## config.mk

```make
export PLATFORM = sky130hd
export DESIGN_NAME = stx_length_frame_parser_top_flat
export DESIGN_NICKNAME = d
export VERILOG_FILES = /design/src/design/stx_lfp_pkg.sv /design/src/design/stx_in_if.sv /design/src/design/stx_out_if.sv /design/src/design/stx_length_frame_parser_top.sv /design/src/flat_wrapper.sv
export SDC_FILE = /design/constraint.sdc
export NUM_CORES = 2
export LEC_CHECK = 0
export BUFFER_PORTS_ARGS = -buffer_cell sky130_fd_sc_hd__buf_2
export CAP_MARGIN = 30
export CORE_MARGIN = 3
export CORE_UTILIZATION = 25
export CTS_CLUSTER_DIAMETER = 50
export DETAILED_ROUTE_END_ITERATION = 8
export PLACE_DENSITY = 0.4
export SYNTH_ARGS = -nofsm -noshare
export SYNTH_HDL_FRONTEND = slang
export SYNTH_SLANG_ARGS = --single-unit
```

## constraint.sdc

```tcl
create_clock -name clk -period 10.98 [get_ports clk]
set_input_delay 1.647 -clock clk [delete_from_list [all_inputs] [get_ports clk]]
set_output_delay 1.647 -clock clk [all_outputs]
set_load 0.02 [all_outputs]
```

## src/design/stx_lfp_pkg.sv

```systemverilog
package stx_lfp_pkg;

  localparam int PAYLOAD_DEPTH = 256;
  localparam int ADDR_W        = $clog2(PAYLOAD_DEPTH);

  localparam logic [7:0] START_BYTE      = 8'h99;
  localparam logic [7:0] LENGTH_OVERHEAD = 8'd4;

  typedef enum logic [1:0] {
    ACT_RECEIVE = 2'd0,
    ACT_RELEASE = 2'd1,
    ACT_READ    = 2'd2,
    ACT_STATUS  = 2'd3
  } action_t;

  typedef enum logic [2:0] {
    PH_HUNT    = 3'd0,
    PH_START   = 3'd1,
    PH_PAYLOAD = 3'd2,
    PH_SUM1    = 3'd3,
    PH_SUM2    = 3'd4
  } phase_t;

  // Result fields known at accept time; RAM read data joins at output.
  typedef struct packed {
    logic       accepted;
    logic       frame_done;
    logic       message_ready;
    logic [7:0] payload_length;
    logic [7:0] error_count;
    logic [7:0] overrun_count;
    logic       is_read;
  } status_t;

endpackage

```

## src/design/stx_in_if.sv

```systemverilog
interface stx_in_if;
  logic       valid;
  logic       ready;
  logic [1:0] action;
  logic [7:0] rx_byte;
  logic [7:0] read_index;

  modport source (output valid, action, rx_byte, read_index, input ready);
  modport sink (input valid, action, rx_byte, read_index, output ready);
endinterface

```

## src/design/stx_out_if.sv

```systemverilog
interface stx_out_if;
  logic       valid;
  logic       ready;
  logic       accepted;
  logic       frame_done;
  logic       message_ready;
  logic [7:0] payload_length;
  logic [7:0] read_data;
  logic [7:0] error_count;
  logic [7:0] overrun_count;

  modport source (output valid, accepted, frame_done, message_ready, payload_length,
                  read_data, error_count, overrun_count, input ready);
  modport sink (input valid, accepted, frame_done, message_ready, payload_length,
                read_data, error_count, overrun_count, output ready);
endinterface

```

## src/design/stx_length_frame_parser_top.sv

```systemverilog
// Byte-stream frame receiver: hunts for start byte 0x99, takes a length byte
// (payload = length - 4, a length of 4 meaning 256 bytes), stores the payload
// in a 256-byte synchronous RAM and checks two running 8-bit sums, seeded with
// the length byte, against the two trailer bytes. Each item is an action:
// receive a byte, release the pending message, read one stored payload
// byte, or poll the status. The block takes one item every cycle while the
// output is not stalled; each result passes the registered RAM read and status
// stage, then the output register. All parser state updates in the accept cycle,
// so items can follow back to back with no bubbles. Reading a payload entry that
// was never written returns undefined data.
module stx_length_frame_parser_top (
  input logic        clk,
  input logic        rst,
  stx_in_if.sink     req,
  stx_out_if.source  rsp
);

  // Parser state
  stx_lfp_pkg::phase_t phase, phase_next;
  logic [7:0] byte_pos, byte_pos_next;
  logic [7:0] frame_len, frame_len_next;
  logic [7:0] sum_a, sum_a_next;
  logic [7:0] sum_b, sum_b_next;
  logic       ready_flag, ready_flag_next;
  logic [7:0] err_cnt, err_cnt_next;
  logic [7:0] ovr_cnt, ovr_cnt_next;

  // Payload RAM
  logic [7:0] payload_mem [stx_lfp_pkg::PAYLOAD_DEPTH];
  logic [7:0] mem_rdata;
  logic       mem_we;

  // Pipeline
  logic                 s1_valid;
  stx_lfp_pkg::status_t s1_stat, stat_next;
  logic                 s1_adv;
  logic                 out_valid;
  logic                 in_fire;
  logic                 acc_next, done_next;
  logic [7:0]           sum_a_add;

  assign s1_adv  = s1_valid && (!out_valid || rsp.ready);
  assign req.ready = !s1_valid || s1_adv;
  assign in_fire = req.valid && req.ready;
  assign sum_a_add = sum_a + req.rx_byte;

  always_comb begin
    phase_next      = phase;
    byte_pos_next   = byte_pos;
    frame_len_next  = frame_len;
    sum_a_next      = sum_a;
    sum_b_next      = sum_b;
    ready_flag_next = ready_flag;
    err_cnt_next    = err_cnt;
    ovr_cnt_next    = ovr_cnt;
    acc_next        = 1'b0;
    done_next       = 1'b0;
    mem_we          = 1'b0;
    unique case (stx_lfp_pkg::action_t'(req.action))
      stx_lfp_pkg::ACT_RECEIVE: begin
        unique case (phase)
          stx_lfp_pkg::PH_HUNT: begin
            if (req.rx_byte == stx_lfp_pkg::START_BYTE) begin
              phase_next = stx_lfp_pkg::PH_START;
            end
            acc_next = 1'b1;
          end
          stx_lfp_pkg::PH_START: begin
            if (ready_flag) begin
              // overrun: count it as an error too and drop the frame
              ovr_cnt_next = ovr_cnt + 8'd1;
              err_cnt_next = err_cnt + 8'd1;
              phase_next   = stx_lfp_pkg::PH_HUNT;
            end else begin
              frame_len_next = req.rx_byte - stx_lfp_pkg::LENGTH_OVERHEAD;
              sum_a_next     = req.rx_byte;
              sum_b_next     = req.rx_byte;
              byte_pos_next  = 8'd0;
              phase_next     = stx_lfp_pkg::PH_PAYLOAD;
              acc_next       = 1'b1;
            end
          end
          stx_lfp_pkg::PH_PAYLOAD: begin
            mem_we        = 1'b1;
            sum_a_next    = sum_a_add;
            sum_b_next    = sum_b + sum_a_add;
            byte_pos_next = byte_pos + 8'd1;
            if (byte_pos_next == frame_len) begin
              phase_next = stx_lfp_pkg::PH_SUM1;
            end
            acc_next = 1'b1;
          end
          stx_lfp_pkg::PH_SUM1: begin
            if (req.rx_byte != sum_a) begin
              err_cnt_next = err_cnt + 8'd1;
              phase_next   = stx_lfp_pkg::PH_HUNT;
            end else begin
              phase_next = stx_lfp_pkg::PH_SUM2;
              acc_next   = 1'b1;
            end
          end
          stx_lfp_pkg::PH_SUM2: begin
            if (req.rx_byte != sum_b) begin
              err_cnt_next = err_cnt + 8'd1;
            end else begin
              ready_flag_next = 1'b1;
              done_next       = 1'b1;
            end
            phase_next = stx_lfp_pkg::PH_HUNT;
          end
          default: begin
            err_cnt_next = err_cnt + 8'd1;
            phase_next   = stx_lfp_pkg::PH_HUNT;
          end
        endcase
      end
      stx_lfp_pkg::ACT_RELEASE: ready_flag_next = 1'b0;
      stx_lfp_pkg::ACT_READ:    ;
      stx_lfp_pkg::ACT_STATUS:  ;
      default:                  ;
    endcase

    stat_next.accepted       = acc_next;
    stat_next.frame_done     = done_next;
    stat_next.message_ready  = ready_flag_next;
    stat_next.payload_length = frame_len_next;
    stat_next.error_count    = err_cnt_next;
    stat_next.overrun_count  = ovr_cnt_next;
    stat_next.is_read        = (req.action == stx_lfp_pkg::ACT_READ);
  end

  always_ff @(posedge clk) begin
    if (rst) begin
      phase      <= stx_lfp_pkg::PH_HUNT;
      byte_pos   <= 8'd0;
      frame_len  <= 8'd0;
      sum_a      <= 8'd0;
      sum_b      <= 8'd0;
      ready_flag <= 1'b0;
      err_cnt    <= 8'd0;
      ovr_cnt    <= 8'd0;
    end else if (in_fire) begin
      phase      <= phase_next;
      byte_pos   <= byte_pos_next;
      frame_len  <= frame_len_next;
      sum_a      <= sum_a_next;
      sum_b      <= sum_b_next;
      ready_flag <= ready_flag_next;
      err_cnt    <= err_cnt_next;
      ovr_cnt    <= ovr_cnt_next;
    end
  end

  // One write or one read per item, so the ports never collide on an entry.
  always_ff @(posedge clk) begin
    if (in_fire && mem_we) begin
      payload_mem[byte_pos[stx_lfp_pkg::ADDR_W-1:0]] <= req.rx_byte;
    end
    if (in_fire && stat_next.is_read) begin
      mem_rdata <= payload_mem[req.read_index[stx_lfp_pkg::ADDR_W-1:0]];
    end
  end

  always_ff @(posedge clk) begin
    if (rst) begin
      s1_valid <= 1'b0;
    end else if (req.ready) begin
      s1_valid <= req.valid;
    end
  end

  always_ff @(posedge clk) begin
    if (in_fire) begin
      s1_stat <= stat_next;
    end
  end

  always_ff @(posedge clk) begin
    if (rst) begin
      out_valid <= 1'b0;
    end else if (!out_valid || rsp.ready) begin
      out_valid <= s1_valid;
    end
  end

  always_ff @(posedge clk) begin
    if (s1_adv) begin
      rsp.accepted       <= s1_stat.accepted;
      rsp.frame_done     <= s1_stat.frame_done;
      rsp.message_ready  <= s1_stat.message_ready;
      rsp.payload_length <= s1_stat.payload_length;
      rsp.read_data      <= s1_stat.is_read ? mem_rdata : 8'd0;
      rsp.error_count    <= s1_stat.error_count;
      rsp.overrun_count  <= s1_stat.overrun_count;
    end
  end

  assign rsp.valid = out_valid;

  a_release_clears: assert property (@(posedge clk) disable iff (rst)
    in_fire && req.action == stx_lfp_pkg::ACT_RELEASE |=> !ready_flag)
    else $error("ready flag still set after release");

  a_err_step: assert property (@(posedge clk) disable iff (rst)
    1'b1 |=> (err_cnt == $past(err_cnt)) || (err_cnt == $past(err_cnt) + 8'd1))
    else $error("error counter moved by more than one");

  a_ovr_is_err: assert property (@(posedge clk) disable iff (rst)
    in_fire && ovr_cnt_next != ovr_cnt |-> err_cnt_next != err_cnt)
    else $error("overrun not counted as error");

  a_idle_holds: assert property (@(posedge clk) disable iff (rst)
    !in_fire |=> $stable(phase) && $stable(ready_flag) && $stable(byte_pos))
    else $error("parser state changed with no item");

  a_s1_hold: assert property (@(posedge clk) disable iff (rst)
    s1_valid && !s1_adv |=> s1_valid && $stable(s1_stat) && $stable(mem_rdata))
    else $error("stalled result lost");

endmodule

```

## src/flat_wrapper.sv

```systemverilog
// flat-port wrapper written by rule: the top's interface ports become plain ports
module stx_length_frame_parser_top_flat 
  (clk, rst, req_valid, req_action, req_rx_byte, req_read_index, req_ready, rsp_valid, rsp_accepted, rsp_frame_done, rsp_message_ready, rsp_payload_length, rsp_read_data, rsp_error_count, rsp_overrun_count, rsp_ready);
  stx_in_if req_i ();
  stx_out_if rsp_i ();
  input logic clk;
  input logic rst;
  input wire logic [$bits(req_i.valid)-1:0] req_valid;
  input wire logic [$bits(req_i.action)-1:0] req_action;
  input wire logic [$bits(req_i.rx_byte)-1:0] req_rx_byte;
  input wire logic [$bits(req_i.read_index)-1:0] req_read_index;
  output wire logic [$bits(req_i.ready)-1:0] req_ready;
  output wire logic [$bits(rsp_i.valid)-1:0] rsp_valid;
  output wire logic [$bits(rsp_i.accepted)-1:0] rsp_accepted;
  output wire logic [$bits(rsp_i.frame_done)-1:0] rsp_frame_done;
  output wire logic [$bits(rsp_i.message_ready)-1:0] rsp_message_ready;
  output wire logic [$bits(rsp_i.payload_length)-1:0] rsp_payload_length;
  output wire logic [$bits(rsp_i.read_data)-1:0] rsp_read_data;
  output wire logic [$bits(rsp_i.error_count)-1:0] rsp_error_count;
  output wire logic [$bits(rsp_i.overrun_count)-1:0] rsp_overrun_count;
  input wire logic [$bits(rsp_i.ready)-1:0] rsp_ready;
  assign req_i.valid = req_valid;
  assign req_i.action = req_action;
  assign req_i.rx_byte = req_rx_byte;
  assign req_i.read_index = req_read_index;
  assign req_ready = req_i.ready;
  assign rsp_valid = rsp_i.valid;
  assign rsp_accepted = rsp_i.accepted;
  assign rsp_frame_done = rsp_i.frame_done;
  assign rsp_message_ready = rsp_i.message_ready;
  assign rsp_payload_length = rsp_i.payload_length;
  assign rsp_read_data = rsp_i.read_data;
  assign rsp_error_count = rsp_i.error_count;
  assign rsp_overrun_count = rsp_i.overrun_count;
  assign rsp_i.ready = rsp_ready;
  stx_length_frame_parser_top u_core (.clk(clk), .rst(rst), .req(req_i), .rsp(rsp_i));
endmodule
```

==> reports/metrics.yaml <==
synth_area_per_cell_um2: 20.4
power.leakage_nw: 30.4
port_buffers: 58
unique_cell_type_count_in_the_yosys_netlist: 70
tightestPinTransition_ns: 1.04
cts_post_setup_buffers_inserted: 0
most_common_cell_after_layout_fill_and_taps_aside: "sky130_fd_sc_hd__edfxtp_1"
gr-total-overflow: 0
fin_nets: 4408
chip_width_um: 588
hold-worst-slack_ns: 0.417
floorplan.initialDensity_pct: 25.1
clk_latency_worst_skew_pair_ns: 0.85
final_max_slew_viol_count: 0
route.antenna.remaining_nets: 0
detail_route.drc_violations: 0
multiInputGateArea_mm2: 0.0187
critPathRequiredTime_ns: 11.44
layout-area-overhead-vs-synth_pct: 17.3
grt_start_max_net_pins: 144
path_max_fanout: 40
drt-wirelength-per-cell_um: 28.2
synth_top_family_by_area: "multiplexers"
final_period_util_pct: 46.7
slew_headroom_pct: 31.0
route.final.wire_length_um: 256000
drive_gt1_share_pct: 24.1
netlist_area_mm2: 0.0847
cts_tree: "yes"
cts_buffers: 283
synth-adder-area-share_pct: 0.387
reg2reg_to: "u_core.payload_mem[130][1]"
crit_path_end_kind: "flip-flop"
synth_simple_gate_area_share_pct: 3.25
synth_enable_flop_cells: 2119
setup.worst_path.class: "input pin to flip-flop"
grt_pass1_wl_um: 357000
mappedNetlistNets: 4205
ir_drop_v: 0.000103
dr_total_vias: 41917
rsz_0062_raised_after_global_routing: "false"
clk_pin_slew_worst_paths_ns: 0.06
max_freq_mhz: 195
worstHoldEndpoint: "u_core.rsp.error_count[6]"
synthCells: 4158
grt.total_usage_pct: 14.5
timing.final.setup_violations: 0
tmin_final_ns: 5.12
area.sequential_mm2: 0.0647
ys_seq_area_share_pct: 76.4
hold_path.class: "flip-flop to flip-flop"
reg2regPathDepth: 9
synth_compound_area_share_pct: 3.64
viasPerCell: 4.61
min_path_cells: 0
place.gp.congestion: 0.774
p_per_area_mw_per_mm2: 189
synth-seq-cells: 2173
max_cap_viols: 0
post_synth_xor_area_fraction_pct: 0.585
clk_path_buf_depth: 4
filler_cell_count: 32789
synth-warning-count: 0
iter_0_drt_violations: 4614
fin_tns_setup_ns: 0
worst-endpoint-arrival_ns: 5.58
worst_setup_path_start_kind: "input pin"
fp.coreArea_mm2: 0.337
root_buffer: "sky130_fd_sc_hd__clkbuf_16"
run_status: "complete, no violations"
cts_max_level: 5
initial_antenna_violation_count: 21
yosys_most_used_dff: "sky130_fd_sc_hd__edfxtp_1"
height_of_the_die_um: 588
synth_mux_area_share_pct: 14.0
timing.reg2reg.setup_slack_ns: 6.38
synthArstFlopShare_pct: 0
cts_resized: 0
hold_path.startpoint: "u_core.s1_stat[15]"
detailedPlacementHpwl_um: 153000
clkSinkCount: 2173
reg2reg_start: "u_core.rsp.valid"
detailedRoute.firstPassIterationCount: 5
post_cts_hold_buffer_count: 0
finalClockSkew_ns: 0.0670
ioPinCount: 59
first_global_vias: 43905
rows: 213
finalHoldViolations: 0
leading_cell_types_in_the_layout_fill_and_taps_excluded: "sky130_fd_sc_hd__edfxtp_1, sky130_fd_sc_hd__mux4_2, sky130_fd_sc_hd__nor2_1"
fp.dieArea_mm2: 0.346
-- final cells by class --
class | instances | share of cell area, %
diodes | 6 | 0.0151
clock buffers | 332 | 7.45
clock inverters | 162 | 1.57
inverters | 18 | 0.0680
multi-input cells | 1725 | 18.8
flip-flops and latches | 2173 | 65.1
well taps | 4515 | 5.68
repair buffers | 160 | 1.30
-- metrics by stage --
step / total power [mW] / std cells / worst slack, ns / util [%] / instance area (um2)
2_1_floorplan: 9.69 / 4158 / 6.23 / - / 84700
3_3_place_gp: 10.1 / 8584 / 4.09 / 26.8 / 90300
3_5_place_dp: 10.1 / 8590 / 4.81 / 26.8 / 90400
4_1_cts: 19.0 / 9084 / 5.70 / 29.5 / 99300
5_1_grt: 19.4 / 9088 / 5.50 / 29.5 / 99400
6_report: 18.8 / 9091 / 5.86 / 29.5 / 99400
-- critical path: stages --
cell and delay (ns):
sky130_fd_sc_hd__buf_2 0.09, sky130_fd_sc_hd__nand3b_1 0.19, sky130_fd_sc_hd__nand2_1 0.31, sky130_fd_sc_hd__inv_2 0.70, sky130_fd_sc_hd__nand3_1 0.22, sky130_fd_sc_hd__buf_4 0.25
sky130_fd_sc_hd__nor3b_1 0.42, sky130_fd_sc_hd__buf_2 0.30, sky130_fd_sc_hd__nand2_1 0.58, sky130_fd_sc_hd__nor2_1 0.81
-- worst max-delay path by stage --
| stage | slack (ns) | endpoint | start |
|---|---|---|---|
| finish | 5.86 | u_core.payload_mem[130][1] | rsp_ready |
| floorplan | 6.23 | u_core.rsp.accepted | rsp_ready |
| global route | 5.50 | u_core.payload_mem[128][5] | rsp_ready |
| detailed placement | 4.81 | u_core.payload_mem[40][6] | rsp_ready |
| global placement | 4.09 | u_core.payload_mem[160][3] | rsp_ready |
| CTS | 5.70 | u_core.payload_mem[40][4] | rsp_ready |
-- per-layer routing --
metal	part of all wire, %	wire, um	up-vias	GRT usage, %
met2	48	122000	1315	23.4
met4	2.1	5490	2	3.50
met1	44	112000	22563	19.8
met3	6.4	16300	321	3.15
li1	-	-	17716	-
met5	0.0078	20	-	0
-- power breakdown --
group          internal [mW]  switching (mW)  leakage, nW
Sequential              9.11         0.00758         19.5
Combinational          0.247           0.520         6.53
Clock                   5.32            3.59         4.36
Total                   14.7            4.11         30.4
-- flip-flops by register name (all words and copies together), names as in the netlist --
register / count
u_core.byte_pos: 8
u_core.rsp.payload_length: 8
u_core.ovr_cnt: 8
u_core.s1_stat: 28
u_core.ready_flag: 1
u_core.rsp.message_ready: 1
u_core.rsp.frame_done: 1
u_core.rsp.overrun_count: 8
u_core.sum_a: 8
u_core.rsp.read_data: 8
u_core.rsp.error_count: 8
u_core.rsp.accepted: 1
u_core.err_cnt: 8
u_core.frame_len: 8
u_core.payload_mem: 2048
u_core.sum_b: 8
u_core.rsp.valid: 1
u_core.phase: 3
u_core.mem_rdata: 8
u_core.s1_valid: 1
-- cell usage after synthesis, types with 34 or more instances --
| cell | number | area (um2) |
|---|---|---|
| sky130_fd_sc_hd__a211oi_1 | 57 | 428 |
| sky130_fd_sc_hd__a21oi_1 | 87 | 435 |
| sky130_fd_sc_hd__edfxtp_1 | 2119 | 63600 |
| sky130_fd_sc_hd__clkbuf_1 | 88 | 330 |
| sky130_fd_sc_hd__mux2i_1 | 105 | 1050 |
| sky130_fd_sc_hd__a22o_1 | 34 | 298 |
| sky130_fd_sc_hd__buf_6 | 36 | 405 |
| sky130_fd_sc_hd__xnor2_1 | 35 | 307 |
| sky130_fd_sc_hd__nand2_1 | 97 | 364 |
| sky130_fd_sc_hd__nor2_1 | 326 | 1220 |
| sky130_fd_sc_hd__mux4_2 | 474 | 10700 |
| sky130_fd_sc_hd__dfxtp_1 | 54 | 1080 |
| sky130_fd_sc_hd__buf_2 | 78 | 390 |
| sky130_fd_sc_hd__a22oi_1 | 55 | 413 |
| sky130_fd_sc_hd__o22ai_1 | 102 | 638 |
-- cell families (layout without fill, tap and decap cells) --
kind of cell | count (synthesis) | count (layout)
xor gates and xnor gates | 55 | 55
muxes | 586 | 586
DFF | 2173 | 2173
and+or+nand+nor | 606 | 606
other | 0 | 6
AOI/OAI and AO/OA | 453 | 453
buffers and inverters | 260 | 672
adders and majority gates | 25 | 25
Power figures use the tool's default switching activity.
